<file path="src/rtl/core/cmdfr_pkg.sv">
// shared types and constants for the clock message deframer
`timescale 1ns / 1ps

package cmdfr_pkg;

  // depth of the command queue between front and back
  localparam int unsigned QUEUE_DEPTH = 2;

  // header bytes
  localparam logic [7:0] HDR_SYNC     = 8'h10;
  localparam logic [7:0] HDR_TIMES_B1 = 8'h18;
  localparam logic [7:0] HDR_TIMES_B2 = 8'h04;
  localparam logic [7:0] HDR_BTN_B1   = 8'h0A;
  localparam logic [7:0] HDR_BTN_B2   = 8'h05;
  localparam logic [7:0] HDR_ACK_B1   = 8'h08;
  localparam logic [7:0] HDR_ACK_B2   = 8'h01;

  // payload lengths
  localparam logic [4:0] LEN_TIMES   = 5'd20;
  localparam logic [4:0] LEN_BUTTONS = 5'd8;
  localparam logic [4:0] LEN_ACK     = 5'd4;

  // bit of the lever in the button payload
  localparam int unsigned LEVER_BIT = 6;

  typedef enum logic [1:0] {
    KIND_NONE    = 2'd0,
    KIND_ACK     = 2'd1,
    KIND_BUTTONS = 2'd2,
    KIND_TIMES   = 2'd3
  } msg_kind_e;

  typedef enum logic {
    EV_BUTTON = 1'b0,
    EV_TIMES  = 1'b1
  } event_kind_e;

  typedef enum logic [2:0] {
    BTN_BACK  = 3'd0,
    BTN_PLUS  = 3'd1,
    BTN_PLAY  = 3'd2,
    BTN_MINUS = 3'd3,
    BTN_NEXT  = 3'd4,
    BTN_LEVER = 3'd5
  } button_code_e;

  typedef struct packed {
    logic [7:0] rx_byte;
    logic       lone_transfer;
  } in_beat_t;

  typedef struct packed {
    logic       event_kind;
    logic [2:0] button_code;
    logic [3:0] left_hours;
    logic [7:0] left_minutes;
    logic [7:0] left_seconds;
    logic [3:0] right_hours;
    logic [7:0] right_minutes;
    logic [7:0] right_seconds;
    logic       lever_state;
    logic       last;
  } out_beat_t;

  typedef struct packed {
    logic [3:0] left_hours;
    logic [7:0] left_minutes;
    logic [7:0] left_seconds;
    logic [3:0] right_hours;
    logic [7:0] right_minutes;
    logic [7:0] right_seconds;
    logic       lever_state;
  } times_t;

  // one decoded message handed from front to back
  typedef struct packed {
    logic       is_times;
    logic [5:0] events;   // pending button events, bit i is button code i
    times_t     times;
  } cmd_t;

endpackage

</file>
<file path="src/rtl/core/cmdfr_front.sv">
// front end: header search, payload capture and message decode
`timescale 1ns / 1ps

module cmdfr_front (
  input  logic                clk_i,
  input  logic                rst_ni,
  input  logic                cfg_we_i,
  input  logic                cfg_data_i,
  input  logic                in_valid_i,
  output logic                in_ready_o,
  input  cmdfr_pkg::in_beat_t in_data_i,
  input  logic                q_full_i,
  output logic                push_o,
  output cmdfr_pkg::cmd_t     push_data_o
);

  logic                 board_inverted_q;
  logic [7:0]           win1_q, win2_q, win1_d, win2_d;
  logic [4:0]           expected_q, expected_d;
  logic [4:0]           received_q, received_d;
  cmdfr_pkg::msg_kind_e kind_q, kind_d;
  logic                 first_pending_q, first_pending_d;
  logic                 latched_lever_q, latched_lever_d;
  logic [7:0]           pb0_q, pb1_q, pb2_q, pb3_q, pb7_q, pb8_q, pb9_q;
  logic                 lever15_q;

  logic                 accept;
  logic [4:0]           received_inc;
  logic                 msg_done;
  logic [5:0]           btn_events;
  logic                 eff_lever;
  logic                 swap;

  assign in_ready_o   = !q_full_i;
  assign accept       = in_valid_i && in_ready_o && !in_data_i.lone_transfer;
  assign received_inc = received_q + 5'd1;
  assign msg_done     = (expected_q != 5'd0) && (received_inc == expected_q);

  // rising keys and lever change
  assign btn_events = {pb0_q[cmdfr_pkg::LEVER_BIT] ^ pb1_q[cmdfr_pkg::LEVER_BIT],
                       pb0_q[4:0] & ~pb1_q[4:0]};

  // side swap decision, first report latches its own lever bit
  assign eff_lever = first_pending_q ? lever15_q : latched_lever_q;
  assign swap      = eff_lever ^ board_inverted_q;

  // command toward the back end
  always_comb begin
    push_data_o.is_times = (kind_q == cmdfr_pkg::KIND_TIMES);
    push_data_o.events   = btn_events;
    push_data_o.times.lever_state = lever15_q;
    if (swap) begin
      push_data_o.times.left_hours    = pb7_q[3:0];
      push_data_o.times.left_minutes  = pb8_q;
      push_data_o.times.left_seconds  = pb9_q;
      push_data_o.times.right_hours   = pb1_q[3:0];
      push_data_o.times.right_minutes = pb2_q;
      push_data_o.times.right_seconds = pb3_q;
    end else begin
      push_data_o.times.left_hours    = pb1_q[3:0];
      push_data_o.times.left_minutes  = pb2_q;
      push_data_o.times.left_seconds  = pb3_q;
      push_data_o.times.right_hours   = pb7_q[3:0];
      push_data_o.times.right_minutes = pb8_q;
      push_data_o.times.right_seconds = pb9_q;
    end
    push_o = accept && msg_done &&
             ((kind_q == cmdfr_pkg::KIND_TIMES) ||
              ((kind_q == cmdfr_pkg::KIND_BUTTONS) && (btn_events != 6'd0)));
  end

  // header search and payload count
  always_comb begin
    win1_d          = win1_q;
    win2_d          = win2_q;
    expected_d      = expected_q;
    received_d      = received_q;
    kind_d          = kind_q;
    first_pending_d = first_pending_q;
    latched_lever_d = latched_lever_q;
    if (accept) begin
      if (expected_q == 5'd0) begin
        win1_d = win2_q;
        win2_d = in_data_i.rx_byte;
        if (win1_q == cmdfr_pkg::HDR_SYNC) begin
          if (win2_q == cmdfr_pkg::HDR_TIMES_B1 &&
              in_data_i.rx_byte == cmdfr_pkg::HDR_TIMES_B2) begin
            kind_d     = cmdfr_pkg::KIND_TIMES;
            expected_d = cmdfr_pkg::LEN_TIMES;
            received_d = 5'd0;
          end else if (win2_q == cmdfr_pkg::HDR_BTN_B1 &&
                       in_data_i.rx_byte == cmdfr_pkg::HDR_BTN_B2) begin
            kind_d     = cmdfr_pkg::KIND_BUTTONS;
            expected_d = cmdfr_pkg::LEN_BUTTONS;
            received_d = 5'd0;
          end else if (win2_q == cmdfr_pkg::HDR_ACK_B1 &&
                       in_data_i.rx_byte == cmdfr_pkg::HDR_ACK_B2) begin
            kind_d     = cmdfr_pkg::KIND_ACK;
            expected_d = cmdfr_pkg::LEN_ACK;
            received_d = 5'd0;
          end
        end
      end else if (msg_done) begin
        received_d = 5'd0;
        expected_d = 5'd0;
        kind_d     = cmdfr_pkg::KIND_NONE;
        win1_d     = 8'd0;
        win2_d     = 8'd0;
        if (kind_q == cmdfr_pkg::KIND_TIMES && first_pending_q) begin
          first_pending_d = 1'b0;
          latched_lever_d = lever15_q;
        end
      end else begin
        received_d = received_inc;
      end
    end
  end

  // control registers
  always_ff @(posedge clk_i or negedge rst_ni) begin
    if (!rst_ni) begin
      board_inverted_q <= 1'b0;
      win1_q           <= 8'd0;
      win2_q           <= 8'd0;
      expected_q       <= 5'd0;
      received_q       <= 5'd0;
      kind_q           <= cmdfr_pkg::KIND_NONE;
      first_pending_q  <= 1'b1;
      latched_lever_q  <= 1'b1;
    end else begin
      if (cfg_we_i) begin
        board_inverted_q <= cfg_data_i;
      end
      win1_q          <= win1_d;
      win2_q          <= win2_d;
      expected_q      <= expected_d;
      received_q      <= received_d;
      kind_q          <= kind_d;
      first_pending_q <= first_pending_d;
      latched_lever_q <= latched_lever_d;
    end
  end

  // payload bytes that the decoders read
  always_ff @(posedge clk_i) begin
    if (accept && expected_q != 5'd0) begin
      case (received_q)
        5'd0:    pb0_q     <= in_data_i.rx_byte;
        5'd1:    pb1_q     <= in_data_i.rx_byte;
        5'd2:    pb2_q     <= in_data_i.rx_byte;
        5'd3:    pb3_q     <= in_data_i.rx_byte;
        5'd7:    pb7_q     <= in_data_i.rx_byte;
        5'd8:    pb8_q     <= in_data_i.rx_byte;
        5'd9:    pb9_q     <= in_data_i.rx_byte;
        5'd15:   lever15_q <= in_data_i.rx_byte[0];
        default: ;
      endcase
    end
  end

endmodule

</file>
<file path="src/rtl/core/cmdfr_queue.sv">
// short command queue between front and back end
`timescale 1ns / 1ps

module cmdfr_queue #(
  parameter int unsigned Depth = cmdfr_pkg::QUEUE_DEPTH
) (
  input  logic            clk_i,
  input  logic            rst_ni,
  input  logic            push_i,
  input  cmdfr_pkg::cmd_t push_data_i,
  output logic            full_o,
  input  logic            pop_i,
  output logic            valid_o,
  output cmdfr_pkg::cmd_t data_o
);

  localparam int unsigned PtrW = (Depth > 1) ? $clog2(Depth) : 1;
  localparam int unsigned CntW = $clog2(Depth + 1);
  localparam logic [PtrW-1:0] PtrLast = PtrW'(Depth - 1);
  localparam logic [CntW-1:0] CntFull = CntW'(Depth);

  cmdfr_pkg::cmd_t mem_q [Depth];
  logic [PtrW-1:0] wr_ptr_q, rd_ptr_q;
  logic [CntW-1:0] count_q;

  assign full_o  = (count_q == CntFull);
  assign valid_o = (count_q != '0);
  assign data_o  = mem_q[rd_ptr_q];

  // pointers and fill count
  always_ff @(posedge clk_i or negedge rst_ni) begin
    if (!rst_ni) begin
      wr_ptr_q <= '0;
      rd_ptr_q <= '0;
      count_q  <= '0;
    end else begin
      if (push_i) begin
        wr_ptr_q <= (wr_ptr_q == PtrLast) ? '0 : wr_ptr_q + 1'b1;
      end
      if (pop_i) begin
        rd_ptr_q <= (rd_ptr_q == PtrLast) ? '0 : rd_ptr_q + 1'b1;
      end
      if (push_i && !pop_i) begin
        count_q <= count_q + 1'b1;
      end else if (!push_i && pop_i) begin
        count_q <= count_q - 1'b1;
      end
    end
  end

  // entry storage
  always_ff @(posedge clk_i) begin
    if (push_i) begin
      mem_q[wr_ptr_q] <= push_data_i;
    end
  end

  // no overflow, no underflow
  assert property (@(posedge clk_i) disable iff (!rst_ni) push_i |-> !full_o)
    else $error("command pushed into full queue");
  assert property (@(posedge clk_i) disable iff (!rst_ni) pop_i |-> valid_o)
    else $error("command popped from empty queue");
  assert property (@(posedge clk_i) disable iff (!rst_ni)
                   (push_i && !pop_i) |=> count_q == $past(count_q) + 1'b1)
    else $error("queue count did not follow push");

endmodule

</file>
<file path="src/rtl/core/cmdfr_back.sv">
// back end: expands commands into result beats
`timescale 1ns / 1ps

module cmdfr_back (
  input  logic                 clk_i,
  input  logic                 rst_ni,
  input  logic                 q_valid_i,
  input  cmdfr_pkg::cmd_t      q_data_i,
  output logic                 pop_o,
  output logic                 out_valid_o,
  input  logic                 out_ready_i,
  output cmdfr_pkg::out_beat_t out_data_o
);

  logic                 cur_valid_q;
  cmdfr_pkg::cmd_t      cur_q;
  logic                 out_valid_q;
  cmdfr_pkg::out_beat_t out_q, beat;

  logic                 out_free;
  logic                 emit;
  logic [5:0]           lowest;
  logic [5:0]           rest;
  logic                 cur_done;
  cmdfr_pkg::button_code_e code;

  assign out_free = !out_valid_q || out_ready_i;
  assign emit     = cur_valid_q && out_free;
  assign lowest   = cur_q.events & (~cur_q.events + 6'd1);
  assign rest     = cur_q.events & (cur_q.events - 6'd1);
  assign cur_done = emit && (cur_q.is_times || rest == 6'd0);
  assign pop_o    = q_valid_i && (!cur_valid_q || cur_done);

  // first pending event in fixed key order
  always_comb begin
    case (lowest)
      6'b000001: code = cmdfr_pkg::BTN_BACK;
      6'b000010: code = cmdfr_pkg::BTN_PLUS;
      6'b000100: code = cmdfr_pkg::BTN_PLAY;
      6'b001000: code = cmdfr_pkg::BTN_MINUS;
      6'b010000: code = cmdfr_pkg::BTN_NEXT;
      6'b100000: code = cmdfr_pkg::BTN_LEVER;
      default:   code = cmdfr_pkg::BTN_BACK;
    endcase
  end

  // result beat
  always_comb begin
    beat = '0;
    if (cur_q.is_times) begin
      beat.event_kind    = cmdfr_pkg::EV_TIMES;
      beat.button_code   = cmdfr_pkg::BTN_BACK;
      beat.left_hours    = cur_q.times.left_hours;
      beat.left_minutes  = cur_q.times.left_minutes;
      beat.left_seconds  = cur_q.times.left_seconds;
      beat.right_hours   = cur_q.times.right_hours;
      beat.right_minutes = cur_q.times.right_minutes;
      beat.right_seconds = cur_q.times.right_seconds;
      beat.lever_state   = cur_q.times.lever_state;
      beat.last          = 1'b1;
    end else begin
      beat.event_kind  = cmdfr_pkg::EV_BUTTON;
      beat.button_code = code;
      beat.last        = (rest == 6'd0);
    end
  end

  // current command and output register
  always_ff @(posedge clk_i or negedge rst_ni) begin
    if (!rst_ni) begin
      cur_valid_q <= 1'b0;
      out_valid_q <= 1'b0;
    end else begin
      if (pop_o) begin
        cur_valid_q <= 1'b1;
      end else if (cur_done) begin
        cur_valid_q <= 1'b0;
      end
      if (emit) begin
        out_valid_q <= 1'b1;
      end else if (out_ready_i) begin
        out_valid_q <= 1'b0;
      end
    end
  end

  always_ff @(posedge clk_i) begin
    if (pop_o) begin
      cur_q <= q_data_i;
    end else if (emit) begin
      cur_q.events <= rest;
    end
    if (emit) begin
      out_q <= beat;
    end
  end

  assign out_valid_o = out_valid_q;
  assign out_data_o  = out_q;

  // a button command always has an event to give
  assert property (@(posedge clk_i) disable iff (!rst_ni)
                   (cur_valid_q && !cur_q.is_times) |-> cur_q.events != 6'd0)
    else $error("button command without events");
  // a times report is always the last beat of its command
  assert property (@(posedge clk_i) disable iff (!rst_ni)
                   (out_valid_q && out_q.event_kind == cmdfr_pkg::EV_TIMES) |-> out_q.last)
    else $error("times report not marked last");
  // output register is reloaded only when free
  assert property (@(posedge clk_i) disable iff (!rst_ni)
                   (out_valid_q && !out_ready_i) |=> $stable(out_q))
    else $error("held beat overwritten");

endmodule

</file>
<file path="src/rtl/core/clock_message_deframer.sv">
// top level of the clock message deframer
// path: a completed message passes the queue, current command and output registers
// throughput: one byte per cycle in unless the queue is full; one result beat per
//   cycle out while ready; up to six beats per button message, absorbed by the queue
// the front stalls only when the command queue is full
// reset: async active low, clears header search, counters and queue; lever latch set
`timescale 1ns / 1ps

module clock_message_deframer #(
  parameter int unsigned QueueDepth = cmdfr_pkg::QUEUE_DEPTH
) (
  input  logic                 clk_i,
  input  logic                 rst_ni,
  input  logic                 cfg_we_i,
  input  logic                 cfg_data_i,
  input  logic                 in_valid_i,
  output logic                 in_ready_o,
  input  cmdfr_pkg::in_beat_t  in_data_i,
  output logic                 out_valid_o,
  input  logic                 out_ready_i,
  output cmdfr_pkg::out_beat_t out_data_o
);

  logic            push, full, pop, q_valid;
  cmdfr_pkg::cmd_t push_data, q_data;

  // header search and decode
  cmdfr_front u_front (
    .clk_i       (clk_i),
    .rst_ni      (rst_ni),
    .cfg_we_i    (cfg_we_i),
    .cfg_data_i  (cfg_data_i),
    .in_valid_i  (in_valid_i),
    .in_ready_o  (in_ready_o),
    .in_data_i   (in_data_i),
    .q_full_i    (full),
    .push_o      (push),
    .push_data_o (push_data)
  );

  // decoupling queue
  cmdfr_queue #(
    .Depth (QueueDepth)
  ) u_queue (
    .clk_i       (clk_i),
    .rst_ni      (rst_ni),
    .push_i      (push),
    .push_data_i (push_data),
    .full_o      (full),
    .pop_i       (pop),
    .valid_o     (q_valid),
    .data_o      (q_data)
  );

  // result beat generation
  cmdfr_back u_back (
    .clk_i       (clk_i),
    .rst_ni      (rst_ni),
    .q_valid_i   (q_valid),
    .q_data_i    (q_data),
    .pop_o       (pop),
    .out_valid_o (out_valid_o),
    .out_ready_i (out_ready_i),
    .out_data_o  (out_data_o)
  );

endmodule
</file>
<file path="config.mk">
export PLATFORM = sky130hd
export DESIGN_NAME = clock_message_deframer
export DESIGN_NICKNAME = d
export VERILOG_FILES = /design/src/rtl/core/cmdfr_pkg.sv /design/src/rtl/core/cmdfr_front.sv /design/src/rtl/core/cmdfr_queue.sv /design/src/rtl/core/cmdfr_back.sv /design/src/rtl/core/clock_message_deframer.sv
export SDC_FILE = /design/constraint.sdc
export NUM_CORES = 1
export LEC_CHECK = 0
export BUFFER_PORTS_ARGS = -buffer_cell sky130_fd_sc_hd__buf_2
export CORE_UTILIZATION = 60
export DETAILED_ROUTE_END_ITERATION = 12
export PLACE_DENSITY = 0.79
export SKIP_CTS_REPAIR_TIMING = 1
export SLEW_MARGIN = 20
export SYNTH_ARGS = -nofsm -noshare
export SYNTH_HDL_FRONTEND = slang
export SYNTH_SLANG_ARGS = --single-unit
</file>
<file path="constraint.sdc">
create_clock -name clk_i -period 5.3 [get_ports clk_i]
set_input_delay 1.06 -clock clk_i [delete_from_list [all_inputs] [get_ports clk_i]]
set_output_delay 1.06 -clock clk_i [all_outputs]
set_load 0.01 [all_outputs]
</file>
# --- Word-level counts from Yosys, hierarchy flattened ---
# Memory sizes are Yosys's and may differ from the RTL's.
# Index checks and enable logic that the tools add are counted.
word_totals:
  ramBits: 96
  input_bits: 15
  n_memories: 1
  ff_bits: 182
  output_inout_bits: 48
  elab_cells: 167
  romBits: 0
  latchBits: 0
classes:
  n_lt_le_gt_ge: 0
  div: 0
  eq_ne: 25
  mux: 37
  multipliers: 0
  bitwise_logic: 8
  reduce_logical: 49
  n_addsub: 7
  shift: 0
memory_table:
  columns: ["memory", "words", "width", "rd", "rd_clocked_by_memory_dff", "wr", "line", "rtl"]
  rows:
  - ["u_queue.mem_q", 2, 48, 1, 0, 1, "cmdfr_queue.sv:22", "cmdfr_pkg::cmd_t mem_q [Depth];"]
op_table:
  columns: ["op", "n"]
  rows:
  - ["$mux 5", 12]
  - ["$mux 40", 1]
  - ["$mux 8", 3]
  - ["$reduce_and 2->1", 9]
  - ["$eq 8x3->1 const B", 2]
  - ["$eq 8x4->1 const B", 2]
  - ["$eq 8x5->1 const B", 2]
  - ["$logic_and 1x1->1", 16]
  - ["$mux 2", 8]
  - ["$eq 5x4->1 const B", 3]
  - ["$pmux 3 s5", 1]
  - ["$and 6x6->6", 2]
  - ["$mux 6", 2]
  - ["$reduce_bool 2->1", 6]
  - ["$eq 5x2->1 const B", 2]
  - ["$logic_not 5->1", 2]
  - ["$mux 1", 9]
  - ["$eq 8x1->1 const B", 1]
  - ["$reduce_and 4->1", 2]
  - ["$add 6x1->6 const B", 1]
  - ["$eq 2x2->1 const B", 3]
  - ["$eq 6x2->1 const B", 1]
  - ["$eq 6x3->1 const B", 1]
  - ["$eq 6x4->1 const B", 1]
  - ["other kinds (24)", 34]

# --- Longest topological paths before layout ---
depth:
  word_depth: 10
  mapped_depth: 12
  mapped_depth_nobuf: 12

# --- By module ---
# From an unflattened synthesis, not the netlist that was laid out.
hier_totals:
  hier_cells: 599
  hier_area_um2: 10722.8
modules_own_cells:
  columns: ["module", "seq_area_each_um2", "area_per_inst_um2", "n_inst", "cells_per_inst"]
  rows:
  - ["cmdfr_queue", 2982.9, 3698.5, 1, 165]
  - ["cmdfr_front", 2174.6, 3568.4, 1, 243]
  - ["cmdfr_back", 2872.8, 3455.8, 1, 191]

# --- Least setup slack after synthesis ---
# Ideal clock, no wire load.
synth_timing:
  path_kind: "input-to-reg"
  startpoint: "input port in_data_i[0] (netlist name)"
  endpoint: "memory u_queue.mem_q[0][0] (netlist name) (enable)"
  n_path_buf: 1
  stages: 6
  setup_ns: 0.454
  t_arrival_ns: 4.209
  setup_slack_ns: 0.638
  t_required_ns: 4.846
  path_cell_list: "nand2b_1 > or3_4 > buf_6 > nor3_4 > o311ai_2 > nor2_1"
synth_between:
  elab_chain_len: 6
synth_rtl:
  columns: ["element", "line", "rtl"]
  rows:
  - ["start: declaration", "clock_message_deframer.sv:18", "input cmdfr_pkg::in_beat_t in_data_i,"]
  - ["$logic_not 1->1", "cmdfr_front.sv:35", "assign accept = in_valid_i && in_ready_o && !in_data_i.lone_transfer;"]
  - ["$logic_and 1x1->1", "cmdfr_front.sv:35", null]
  - ["$logic_and 1x1->1 (2 in a row)", "cmdfr_front.sv:67", "push_o = accept && msg_done &&"]
  - ["$mux 1", "cmdfr_queue.sv:53", "if (push_i) begin"]
  - ["$mux 1 (not written as such)", "cmdfr_queue.sv:54", "mem_q[wr_ptr_q] <= push_data_i;"]
  - ["end: declaration", "cmdfr_queue.sv:22", null]
# Every way passes these cells.

# --- Final worst setup path ---
layout_timing:
  startpoint: "register u_front.received_q[0]"
  endpoint: "memory u_queue.mem_q[0][39] (netlist name) (enable)"
layout_between:
  elab_chain_len: 7
layout_rtl:
  columns: ["element", "line", "rtl"]
  rows:
  - ["start: declaration", "cmdfr_front.sv:20", "logic [4:0] received_q, received_d;"]
  - ["start signal: assignment", "cmdfr_front.sv:137", "received_q <= received_d;"]
  - ["$add 5x1->5", "cmdfr_front.sv:36", "assign received_inc = received_q + 5'd1;"]
  - ["$eq 5x5->1", "cmdfr_front.sv:37", "assign msg_done = (expected_q != 5'd0) && (received_inc == expected_q);"]
  - ["$logic_and 1x1->1", "cmdfr_front.sv:37", null]
  - ["$logic_and 1x1->1 (2 in a row)", "cmdfr_front.sv:67", null]
  - ["$mux 1", "cmdfr_queue.sv:53", null]
  - ["$mux 1 (not written as such)", "cmdfr_queue.sv:54", null]
# Every way passes these cells.

==> results.toml <==
[power_and_ir_drop]
p_switching_w = 0.000817
power.density_nw_per_um2 = 369
leakage_nw = 4.15
clkPwrFrac_pct = 44.3
switching_share_pct = 18.5
combPwrFrac_pct = 2.3
seqPwrFrac_pct = 53.4
ir_drop_v = 0.000278
p_int_w = 0.00360

[synth]
syn_avg_cell_area_um2 = 18.1
synth_ff_type = "edfxtp_1"
synthArstFlopShare_pct = 12.5
synth_cell_types = 51
synth_cells = 581
yosysWarnings = 0
synth_nets = 602
ys_ff_latch = 273
synth_edf_count = 239
yosysSeqAreaShare_pct = 76.5
synthesis.area_um2 = 10500

[critical_path]
criticalPathCategory = "register to register"
cp_slowest_cell = "nor2_4"
reg2reg_depth = 9
critPathMaxStageDelay_ns = 0.65
cp.arrival_ns = 3.70
rrSetupSlack_ns = 1.78
crit_end = "u_queue.mem_q[0][39]$_DFFE_PP_"
crit_family = "simple AND/OR/NAND/NOR gates"
r2r_end = "u_queue.mem_q[0][39]$_DFFE_PP_"
cp-start-kind = "register"
crit_cells = 9
timing.rr.start = "u_front.received_q[0]$_DFFE_PN0P_"
path_buf_inv = 1
critPathMaxFanout = 25
crit_chain = "ha_1 > and3_1 > ha_1 > xor2_1 > nand3_2 > nor3_4 > o311ai_2 > nor2_4 > buf_4"
cp-startpoint = "u_front.received_q[0]$_DFFE_PN0P_"
worstSetupEndpointType = "register"
crit_top_cell = "ha_1"
worstPathRequired_ns = 5.48

[global_routing]
grtUsageTotal_pct = 19.2
grt_remaining_overflow = 0
grt_start_max_net_pins = 50
antenna_found_initial = 0
grt_pass1_wl_mm = 26.7
grt_pass1_vias = 5082

[cts]
clkSinkCount = 273
cts_buffers = 27
cts_buffer_depth = 3
cts_tree = "built"
clkTransAtPathRegs_ns = 0.06
clock_latency_ns = 0.51
cts-root-buf = "clkbuf_16"
htree_levels = 1

[floorplanning]
row_count = 47
ios = 63
die-area_um2 = 18000
die_width_um = 134
die_h_um = 134
start_util_pct = 62.4
fp.coreArea_um2 = 16800

[route]
viasPerCell = 5.71
antenna_left = 0
drcViolationCount = 0
vias = 5102
wl_mm = 16.6
drtIter0Drc = 312
wire_per_inst_um = 18.6
firstDrtPassIters = 4

[final_layout]
syn_to_final_growth_pct = 14.0
antenna_cells = 0
fin_nets = 675
fin_util_pct = 71.1
fill_cells = 1044
final_cells = 894
drive_gt1_share_pct = 31.8

[job]
drv_cap = 0

[sta]
drv_slew = 0
max_slew_margin_pct = 33.9
rsz0062_at_grt = "false"
worstMarginPinSlew_ns = 0.983
min_period_ns = 3.52
tns_ns = 0
setup_ws_ns = 1.78
setup_violations = 0
skew_ns = 0.00940
post-route-period-util_pct = 66.5
max_clock_freq_mhz = 284
hold_viol = 0

[run_status]
status = "finished, final reports clean"

[placement]
hpwl_mm = 10.2
place_congestion = 0.816
dp_slack_ns = 1.50
place_inst = 845
io_buffer_count = 62

[worst_hold_path]
hold_path.class = "register to register"
layer usage:
layer / GRT usage [%] / part of all wire [%]
met1: 27.0 / 44
met2: 31.5 / 50
met3: 3.10 / 5.1
met4: 5.37 / 1.2
met5: 0 / 0
through the flow:
stage / cell area [um2] / power, W / hold WS [ns]
floorplan: 10500 / 0.00247 / 0.424
global placement: 11000 / 0.00250 / 0.487
detailed placement: 11000 / 0.00250 / 0.488
CTS: 12000 / 0.00444 / 0.502
global route: 12000 / 0.00455 / 0.514
finish: 12000 / 0.00441 / 0.500
how the worst min path moves through the flow:
stage / startpoint / endpoint / cells after the start
after floorplan: u_back.cur_q[47]$_DFFE_PN_ / u_back.out_data_o[45]$_DFFE_PP_ / 0
after global placement: u_front.win1_q[4]$_DFFE_PN0P_ / u_front.win1_q[4]$_DFFE_PN0P_ / 1
after detailed placement: u_front.win1_q[4]$_DFFE_PN0P_ / u_front.win1_q[4]$_DFFE_PN0P_ / 1
after CTS: u_front.win1_q[4]$_DFFE_PN0P_ / u_front.win1_q[4]$_DFFE_PN0P_ / 1
after global routing: u_front.win1_q[4]$_DFFE_PN0P_ / u_front.win1_q[4]$_DFFE_PN0P_ / 1
final: u_front.win1_q[4]$_DFFE_PN0P_ / u_front.win1_q[4]$_DFFE_PN0P_ / 1
flip-flops by register name, indices dropped and copies added, names as in the netlist, 2 cells and up:
name	flops
u_front.pb8_q	8
u_front.pb1_q	6
u_front.expected_q	2
u_front.pb3_q	8
u_front.received_q	5
u_front.pb9_q	8
u_back.out_data_o	46
u_front.pb0_q	6
u_front.win1_q	8
u_back.cur_q	48
u_front.pb7_q	4
u_queue.mem_q	96
u_queue.count_q	2
u_front.win2_q	8
u_front.kind_q	2
u_front.pb2_q	8
cells in the mapped netlist (all sizes together), types with 2 or more instances:
master	instances	area, um2
edfxtp	239	7180
mux2	84	950
and2	48	300
dfrtp	32	801
a22o	21	184
nor2	15	58.8
clkbuf	12	45.0
mux2i	12	120
buf	10	53.8
inv	9	33.8
nand2	9	33.8
nand3	8	50.1
nor3	8	62.6
nor4	8	50.1
ha	6	75.1
nor2b	6	40.0
xor2	6	52.6
o21ai	5	36.3
xnor2	5	43.8
a211oi	4	30.0
and3	4	25.0
nand2b	4	25.0
a21oi	3	15.0
nor4b	3	26.3
a21o	2	15.0
dfstp	2	52.6
or2	2	12.5
or3	2	17.5
logic make-up after synthesis:
family / count (synthesis) / synth area share (%)
buffers and inverters: 31 / 1.26
adders and majority gates: 6 / 0.715
xor gates and xnor gates: 11 / 0.918
and+or+nand+nor: 122 / 7.08
AOI/OAI and AO/OA: 42 / 3.30
muxes: 96 / 10.2
DFF: 273 / 76.5
cells in the final DEF (no fill, tap or decap), types with 8 or more instances in the layout:
cell type  count
a22o_1        21
and2_1        46
buf_2         62
clkbuf_16     27
dfrtp_1       31
edfxtp_1     239
mux2_2        83
mux2i_1       12
nand2_1        9
nor2_1        13
nor4_1         8
power groups by stage:
stage | Combinational [W] | Clock (W) | Sequential, W
detailed placement | 0.0000993 | 0 | 0.00240
global route | 0.000110 | 0.00208 | 0.00236
floorplan | 0.0000681 | 0 | 0.00240
global placement | 0.0000946 | 0 | 0.00240
finish | 0.000100 | 0.00196 | 0.00236
CTS | 0.000101 | 0.00198 | 0.00236
final cells by class:
cell class | instances | area (um2) | share of cell area (%)
clock buffer | 34 | 722 | 6.03
tap | 220 | 275 | 2.30
timing repair buffer | 66 | 340 | 2.84
sequential | 273 | 8030 | 67.2
inverter | 9 | 33.8 | 0.282
clock inverter | 15 | 206 | 1.73
multi-input combinational | 277 | 2350 | 19.7
Power figures use the tool's default switching activity.
